`config.mk`:
```
export PLATFORM = sky130hd
export DESIGN_NAME = pdc_cell
export DESIGN_NICKNAME = d
export VERILOG_FILES = /design/src/hw/rtl/pdc_pkg.sv /design/src/hw/rtl/pdc_cell.sv
export SDC_FILE = /design/constraint.sdc
export NUM_CORES = 1
export LEC_CHECK = 0
export ABC_CLOCK_PERIOD_IN_PS = 9000
export BUFFER_PORTS_ARGS = -buffer_cell sky130_fd_sc_hd__clkbuf_2
export CAP_MARGIN = 20
export CORE_MARGIN = 3
export CORE_UTILIZATION = 30
export CTS_CLUSTER_SIZE = 14
export DETAILED_ROUTE_END_ITERATION = 10
export PLACE_DENSITY = 0.56
export SLEW_MARGIN = 25
export SYNTH_ARGS = -nofsm -noshare
export SYNTH_HDL_FRONTEND = slang
export SYNTH_SLANG_ARGS = --single-unit
```
`constraint.sdc`:
```
create_clock -name clk -period 9 [get_ports clk]
set_input_delay 0.45 -clock clk [delete_from_list [all_inputs] [get_ports clk]]
set_output_delay 0.45 -clock clk [all_outputs]
set_load 0.05 [all_outputs]
```
`src/hw/rtl/pdc_pkg.sv`:
```
// pdc_pkg: shared types and constants for the pair difference counter
// holds beat structs, the token passed along the cell chain and match setup
// no dependencies
package pdc_pkg;

    localparam int CAPACITY_DEF = 256;
    localparam int DATA_W       = 32;
    localparam int COUNT_W      = 15;
    localparam int DIFF_W       = DATA_W + 1;

    localparam logic [COUNT_W-1:0] PAIR_MAX = {COUNT_W{1'b1}};

    typedef struct packed {
        logic signed [DATA_W-1:0] value;
        logic                     last;
    } in_beat_t;

    typedef struct packed {
        logic [COUNT_W-1:0] pair_count;
        logic               overflow;
    } out_beat_t;

    typedef struct packed {
        logic                     valid;
        logic signed [DATA_W-1:0] value;
        logic [COUNT_W-1:0]       count;
    } token_t;

    typedef struct packed {
        logic signed [DIFF_W-1:0] pos_diff;
        logic signed [DIFF_W-1:0] neg_diff;
        logic                     enable;
    } match_cfg_t;

endpackage

```
`src/hw/rtl/pdc_cell.sv`:
```
// pdc_cell: one element of the value chain
// holds one stored value, compares the passing token and bumps the token's running count
// depends on pdc_pkg
module pdc_cell
    import pdc_pkg::*;
#(
    parameter int CAPACITY = CAPACITY_DEF,
    parameter int INDEX    = 0,
    localparam int CNT_W   = $clog2(CAPACITY + 1)
)
(
    input  logic             clk,
    input  logic             rst_n,
    input  token_t           tok_in,
    output token_t           tok_out,
    input  logic [CNT_W-1:0] fill_count,
    input  match_cfg_t       match
);

    logic signed [DATA_W-1:0] stored_reg;
    token_t                   tok_reg;
    token_t                   tok_next;
    logic                     store_here;
    logic signed [DIFF_W-1:0] diff;
    logic                     hit;

    assign store_here = (fill_count == CNT_W'(INDEX));
    assign diff = {tok_in.value[DATA_W-1], tok_in.value}
                - {stored_reg[DATA_W-1], stored_reg};
    assign hit = match.enable && ((diff == match.pos_diff) || (diff == match.neg_diff));

    always_comb
    begin
        tok_next       = tok_in;
        tok_next.valid = tok_in.valid && !store_here;
        if (hit && (tok_in.count != PAIR_MAX))
        begin
            tok_next.count = tok_in.count + COUNT_W'(1);
        end
    end

    always_ff @(posedge clk)
    begin
        if (tok_in.valid && store_here)
        begin
            stored_reg <= tok_in.value;
        end
    end

    always_ff @(posedge clk or negedge rst_n)
    begin
        if (!rst_n)
        begin
            tok_reg.valid <= 1'b0;
        end
        else
        begin
            tok_reg <= tok_next;
        end
    end

    assign tok_out = tok_reg;

endmodule
```
=== Word level (Yosys, flattened, before mapping) ===
Cells that the tools add are included.

* Output and inout port bits: 48
* Logic and storage cells: 17
* Register bits: 80

* Reductions and logical operators: 7
* Multiplexer cells: 1
* Equal/unequal tests: 3
* Add/subtract/negate cells: 2

{| class="wikitable"
|+ Operators by type and width
! kind !! number
|-
| 33-bit == test || 2
|-
| 32-bit by 32-bit subtractor with 33-bit output || 1
|-
| 15-bit by 1-bit adder with 15-bit output (second input constant) || 1
|-
| 15-bit 2-to-1 mux || 1
|-
| 15-bit != test (second input constant) || 1
|-
| 9-bit logical NOT || 1
|-
| 1-bit logical AND || 4
|-
| 1-bit logical NOT || 1
|-
| 1-bit logical OR || 1
|}

=== Logic depth before layout (Yosys ltp) ===
Gate-level depths: netlist of the first run.

* Depth in word-level cells: 6
* Mapped depth: 16
* Mapped depth without buffers: 14

=== Worst setup path before layout of the first run ===
Ideal clock, no wire load.

* Path kind: in2reg
* From: in tok_in[15] in the netlist's numbering
* To: reg tok_reg (netlist bit tok_out[1]) (data pin)
* Arrival time: 3.986 ns
* Path buffers: 0
* Stages on the path: 14
* Slack: 4.754 ns
* Required time: 8.740 ns
* Path through: inv_1 > ha_1 > fa_1 > and2b_1 > o2111ai_1 > a21oi_1 > a211oi_2 > o41ai_1 > xnor3_1 > o2111ai_1 > or4b_1 > o22a_2 > nor3b_2 > mux2_2

{| class="wikitable"
|+ RTL lines
! what !! line !! text
|-
| start: declaration || pdc_cell.sv:14 || <nowiki>input token_t tok_in,</nowiki>
|-
| end signal: assignment || pdc_cell.sv:58 || <nowiki>tok_reg <= tok_next;</nowiki>
|-
| end: declaration || pdc_cell.sv:21 || <nowiki>token_t tok_reg;</nowiki>
|}

==> summary.md, run 1 <==
| Metric | Value |
|---|---|
| Number of gates resized after cts | 0 |
| Combinational Power Share | between 20% and 30% |
| Die extent in x | between 150 and 200 um |
| Launch instance of the worst register-to-register path | stored_reg[0] |
| Violation count after the first detailed-routing iteration | 382 |
| Routability-driven placement congestion ratio | 0.936 |
| Run status | complete, no violations |
| Pre-CTS worst setup slack | 4.01 ns |
| Final non-filler cell total | 1,146 |
| Int Pwr | 754 uW |
| IR drop worst, VDD | between 0.07 and 0.08 mV |
| Post-Synthesis Cell Area | 6750 um2 |
| Worst-case setup margin in the final layout | approximately 4.2 ns |
| Average wire length per cell after detail routing | 19.3 um |
| Critical path's largest stage delay | 0.53 ns |
| Final worst hold slack | 0.310 ns |
| Die outline area | 24,400 um2 |
| Hold Startpoint | tok_in[44] |
| Ordered list of cells on the worst path | ha_1, fa_1, and2b_1, o2111ai_1, a21oi_1, a211oi_2, o41ai_1, xnor3_1, o2111ai_1, or4b_1, o22a_2, nor3b_2, mux2_2 |
| Sum of routed wire length over all layers | 22,100 um |
| Total congestion overflow | 0 |
| NumNets Final | 1,022 |
| Htree depth | 3 |
| Area of the core | 22,000 um2 |
| WS Path Type | reg2reg |
| Remaining max-slew budget at the tightest pin | 46.0% |
| Post-synthesis sequential area ratio | 35.5% |
| Largest register FFs | 48 |
| Most area-consuming cells after synthesis | edfxtp_1, ha_1, xnor2_1 |
| Setup Fix Bufs, Post-CTS | 0 |
| Nature of the critical path startpoint | flip-flop |
| Power per unit of standard cell area | 139 nW/um2 |
| Yosys Warn Count | 0 |
| Vertical die dimension | 156 um |
| Maximum clock skew at final layout | 0.00806 ns |
| Main synth FF type | edfxtp_1 |
| Switching power | between 300 and 400 uW |
| Instance count of the mapped netlist | 704 |
| Most numerous cell on the critical path | o2111ai_1 |
| Number of register bits inferred by synthesis | 80 |
| Sw frac | about 33% |
| Remaining design rule violation count | 0 |
| Hold buffer count at cts | 0 |
| Highest attainable clock frequency | about 210 MHz |
| Setup slack, reg-to-reg | 4.20 ns |
| Period utilisation layout | 53.4% |
| Worst setup path start | stored_reg[0] |
| Max stage delay cell, worst path | a21oi_1 |
| CTS tree | yes |
| Number of core rows | 54 |
| Fraction of synthesized cell area taken by the top area cell type | 35.1% |
| Number of top-level pins | roughly 170 |
| Commonest cells in the netlist | edfxtp_1, nand2_1, inv_1 |
| Least-Margin Pin Slew | 0.804 ns |
| Number of antenna violations at the first check in global routing | 0 |
| Unrepaired setup endpoints after global routing | false |
| Path category of the worst min-delay check | in2reg |
| Sinks on the clock net | 80 |
| Count of distinct cell types in the synthesized netlist | 90 |
| Setup TNS | 0 ns |
| CP Data Arrival Time | 4.91 ns |
| Average instance area after synthesis | roughly 9.6 um2 |
| Most numerous cell in the Yosys netlist | edfxtp_1 |
| Starting density of the core | between 30 and 40% |
| Fraction of registers with async set or reset after synthesis | approximately 1.3% |
| Number of buffers inserted during clock tree synthesis | 9 |
| CP required | 9.11 ns |
| Number of endpoints failing setup at the final stage | 0 |
| Pins Over Slew Limit | 0 |
| Clk buf depth | 2 |
| Cell class contributing the biggest share of worst-path delay | compound AO/OA/AOI/OAI gates |
| Largest net degree at the start of global routing | 35 |
| Share of cells above drive strength 1 | between 20% and 30% |
| Clock period minus worst slack | ~4.8 ns |
| DR vias | 6,152 |
| Post-synth top area cell | edfxtp_1 |
| Vias in the first global route | 5,979 |
| Clock latency on the worst-skew pair | 0.35 ns |
| Count of final hold-check violations | 0 |
| Critical path endpoint category | flip-flop |
| Number of enable flip-flop cells after synthesis | 79 |
| Max-capacitance violation count | 0 |
| Number of buffers and inverters on the critical path | 0 |
| Number of buffer cells added on primary ports | 173 |
| Number of routed nets with antenna violations | 0 |
| Leak Pwr | 0.00340 uW |
| Aggregate global-route resource usage | 17.8% |
| Number of inserted filler cells in the final layout | between 2,000 and 2,500 |
| Root Buffer | clkbuf_16 |
| Wire length of the first global-routing pass | 33,700 um |
| Dpl cells | 1,130 |
| Top fanout value on the critical path | 13 |
| Net count after synthesis | 865 |
| Inserted Diodes | 0 |
| Layout Area Growth over Synthesis | 20.3% |
| Share of total power in the clock network | 34.0% |
| Register clock-pin slew on the reported worst setup and hold paths | 0.07 ns |
| Sequential cell fraction of total power | 38.4% |
| Iteration count of the initial detailed-routing pass | 5 |
| Number of vias per cell after detailed routing | 5.37 |
| Utilization after layout | a little under two fifths |
| HPWL Detailed | 18,000 um |
final cells by class:
| class | count | area (um2) | area share [%] |
|---|---|---|---|
| multi-input cells | 548 | 4010 | 49.4 |
| flip-flops and latches | 80 | 2400 | 29.5 |
| repair buffers | 176 | 888 | 10.9 |
| well taps | 280 | 350 | 4.31 |
| clock buffers | 9 | 225 | 2.77 |
| inverters | 46 | 173 | 2.13 |
| clock inverters | 7 | 77.6 | 0.955 |
metal layers:
metal | vias to the layer above | global-route usage (%) | share of wire [%]
li1 | 2993 | - | -
met1 | 2888 | 23.6 | 44
met2 | 248 | 29.7 | 47
met3 | 23 | 3.69 | 7.4
met4 | 0 | 4.54 | 1.7
met5 | - | 0 | 0
worst paths after layout:
path | depth (start not counted) | to
worst max register to register | 13 | tok_out[1]
worst min-delay path | 1 | tok_out[44]
max in group asynchronous | 2 | tok_out[47]
min in group asynchronous | 2 | tok_out[47]
worst min register to register | 8 | tok_out[4]
worst max-delay path | 13 | tok_out[1]
kinds of logic after synthesis:
group / synth area share [%]
compound gates: 22.3
buf+inv: 5.11
xor+xnor: 11.8
mux: 0.797
flops: 35.5
fa+ha+maj: 6.60
simple gates: 17.9
power by group through the flow:
stage | combinational (uW) | sequential [uW] | clock, uW
2_1_floorplan | 146 | 503 | 0
3_3_place_gp | 311 | 441 | 0
3_5_place_dp | 309 | 441 | 0
4_1_cts | 311 | 433 | 399
5_1_grt | 335 | 435 | 410
6_report | 312 | 433 | 383
cell usage in the layout (no fill, tap or decap), types with 5 or more instances in the layout:
cell type | netlist | layout
and2_1 | 5 | 5
a31oi_1 | 5 | 5
and4_1 | 6 | 6
xor2_1 | 33 | 33
o21ai_0 | 26 | 26
o21a_1 | 11 | 11
a211oi_1 | 10 | 10
ha_1 | 34 | 34
clkbuf_16 | 0 | 9
nand3_1 | 23 | 23
nor3_1 | 34 | 34
xnor3_1 | 8 | 8
nand2_1 | 56 | 56
a2111oi_0 | 6 | 6
a21o_1 | 11 | 11
edfxtp_1 | 79 | 79
o31ai_1 | 5 | 5
xnor2_1 | 35 | 35
clkbuf_2 | 1 | 173
o211ai_1 | 8 | 8
nor2_1 | 36 | 35
nor4_1 | 6 | 6
nor2b_1 | 5 | 5
o21ai_1 | 5 | 5
nand4_1 | 14 | 14
inv_1 | 46 | 46
a21oi_1 | 41 | 41
and3_1 | 11 | 11
o2111ai_1 | 10 | 10
through the flow:
step                total power [uW]  area, um2
global placement                 751       7820
CTS                             1140       8130
finish                          1130       8130
floorplan                        649       6750
detailed placement               750       7820
global route                    1180       8130
Power figures use the tool's default switching activity.
==> inputs of run 2 (changes only) <==
--- a/config.mk
+++ b/config.mk
@@ -5,7 +5,7 @@
 export SDC_FILE = /design/constraint.sdc
 export NUM_CORES = 1
 export LEC_CHECK = 0
-export ABC_CLOCK_PERIOD_IN_PS = 9000
+export ABC_CLOCK_PERIOD_IN_PS = 4900
 export BUFFER_PORTS_ARGS = -buffer_cell sky130_fd_sc_hd__clkbuf_2
 export CAP_MARGIN = 20
 export CORE_MARGIN = 3
==> constraint.sdc (replaced) <==
create_clock -name clk -period 4.9 [get_ports clk]
set_input_delay 0.245 -clock clk [delete_from_list [all_inputs] [get_ports clk]]
set_output_delay 0.245 -clock clk [all_outputs]
set_load 0.05 [all_outputs]
==> summary.md, run 2 (synthesis gave the netlist of run 1 again) <==
| Metric | Value |
|---|---|
| Run status | complete, no violations |
| Total congestion overflow | 0 |
| Vias in the first global route | approximately 6,000 |
| Critical path endpoint category | flip-flop |
| Die outline area | between 20,000 and 25,000 um2 |
| Highest attainable clock frequency | 218 MHz |
| Clk buf depth | 2 |
| Count of final hold-check violations | 0 |
| Leak Pwr | 0.00344 uW |
| IR drop worst, VDD | 0.157 mV |
| DR vias | 6,089 |
| Ordered list of cells on the worst path | ha_1, fa_1, and2b_1, o2111ai_1, a21oi_1, a211oi_2, o41ai_1, xnor3_1, o2111ai_1, or4b_1, o22a_2, nor3b_2, mux2_2 |
| Largest register FFs | 48 |
| Share of cells above drive strength 1 | 26.3% |
| Nature of the critical path startpoint | flip-flop |
| Commonest non-fill, non-tap cells in the layout | clkbuf_2, edfxtp_1, nand2_1, inv_1, a21oi_1 |
| Unrepaired setup endpoints after global routing | false |
| Number of buffers and inverters on the critical path | 0 |
| CP required | 5.01 ns |
| Root Buffer | clkbuf_16 |
| Launch instance of the worst register-to-register path | stored_reg[0] |
| Number of endpoints failing setup at the final stage | 0 |
| Setup TNS | 0 ns |
| Register clock-pin slew on the reported worst setup and hold paths | about 0.070 ns |
| Critical path's largest stage delay | 0.52 ns |
| Crit Reg-Reg Endpoint | tok_out[1] |
| Routability-driven placement congestion ratio | 0.910 |
| Number of inserted filler cells in the final layout | approximately 2,200 |
| Area of the core | 22,000 um2 |
| Vertical die dimension | ~160 um |
| Aggregate global-route resource usage | 17.7% |
| Utilization after layout | 37.3% |
| Number of vias per cell after detailed routing | 5.28 |
| Hold Startpoint | tok_in[26] |
| CP Data Arrival Time | 4.69 ns |
| Final worst hold slack | roughly 0.10 ns |
| Number of core rows | 54 |
| Htree depth | 3 |
| Wire length of the first global-routing pass | 33,100 um |
| Hold buffer count at cts | 0 |
| Max stage delay cell, worst path | o41ai_1 |
| Hold-critical path depth | 1 |
| Remaining max-slew budget at the tightest pin | 47.3% |
| WS Path Type | reg2reg |
| Total design power | 2080 uW |
| Number of buffers inserted during clock tree synthesis | 9 |
| Worst R2R Path Depth | 13 |
| Violation count after the first detailed-routing iteration | between 300 and 400 |
| Clock latency on the worst-skew pair | 0.36 ns |
| Clock period minus worst slack | 4.58 ns |
| NumNets Final | 1,030 |
| Setup slack, reg-to-reg | 0.32 ns |
| Inserted Diodes | 0 |
| Average wire length per cell after detail routing | 18.9 um |
| Setup Fix Bufs, Post-CTS | 0 |
| Sinks on the clock net | 80 |
| Cell class contributing the biggest share of worst-path delay | compound AO/OA/AOI/OAI gates |
| Least-Margin Pin Slew | 0.786 ns |
| Maximum clock skew at final layout | around 0.011 ns |
| Pins Over Slew Limit | 0 |
| Die extent in x | 156 um |
| Worst setup path start | stored_reg[0] |
| Number of routed nets with antenna violations | 0 |
| Power per unit of standard cell area | between 200 and 300 nW/um2 |
| Sum of routed wire length over all layers | approximately 22,000 um |
| Layout Area Growth over Synthesis | 21.2% |
| Path category of the worst min-delay check | in2reg |
| Max-capacitance violation count | 0 |
| Most numerous cell on the critical path | o2111ai_1 |
| Top fanout value on the critical path | 6 |
| Number of antenna violations at the first check in global routing | 0 |
| Period utilisation layout | around 93% |
| Iteration count of the initial detailed-routing pass | 5 |
| CTS tree | yes |
| Hold path endpoint | tok_out[26] |
| HPWL Detailed | 17,800 um |
| Number of top-level pins | 174 |
| Number of gates resized after cts | 0 |
| Leading cell type in the layout, fill and taps excluded | clkbuf_2 |
| Starting density of the core | 30.8% |
| Largest net degree at the start of global routing | 35 |
| Number of buffer cells added on primary ports | approximately 170 |
| Remaining design rule violation count | 0 |
run 2: power breakdown:
part | total [uW] | switching [uW] | leakage, uW | internal, uW
Clock | 713 | 300 | 0.000143 | 413
Sequential | 795 | 7.58 | 0.000759 | 787
Combinational | 573 | 371 | 0.00254 | 202
run 2: cell type report:
class	instances	area, um2	share of cell area (%)
repair buffers	184	948	11.6
clock inverters	5	62.6	0.764
inverters	46	173	2.11
well taps	280	350	4.28
clock buffers	11	243	2.96
multi-input cells	548	4010	49.0
flip-flops and latches	80	2400	29.3
run 2: how the worst max path moves through the flow:
stage / to / slack [ns] / depth (start not counted)
2_1_floorplan: tok_out[1] / 0.77 / 13
3_3_place_gp: tok_out[1] / 0.30 / 13
3_5_place_dp: tok_out[1] / 0.30 / 15
4_1_cts: tok_out[1] / 0.29 / 13
5_1_grt: tok_out[1] / 0.03 / 13
6_report: tok_out[1] / 0.32 / 13
run 2: routing by layer:
metal  wire length [um]  vias up  GRT usage, %
met3               1690       42          3.80
met5                  0        -             0
li1                   -     3014             -
met1               9410     2785          22.9
met2               9980      248          28.6
met4                770        0          7.78
run 2: per-stage QoR:
| stage | setup WS, ns | cell area, um2 | cells |
|---|---|---|---|
| after global placement | 0.295 | 7880 | 1138 |
| after CTS | 0.295 | 8190 | 1154 |
| after floorplan | 0.765 | 6750 | 704 |
| after detailed placement | 0.302 | 7880 | 1138 |
| after global routing | 0.0316 | 8190 | 1154 |
| final | 0.319 | 8190 | 1154 |
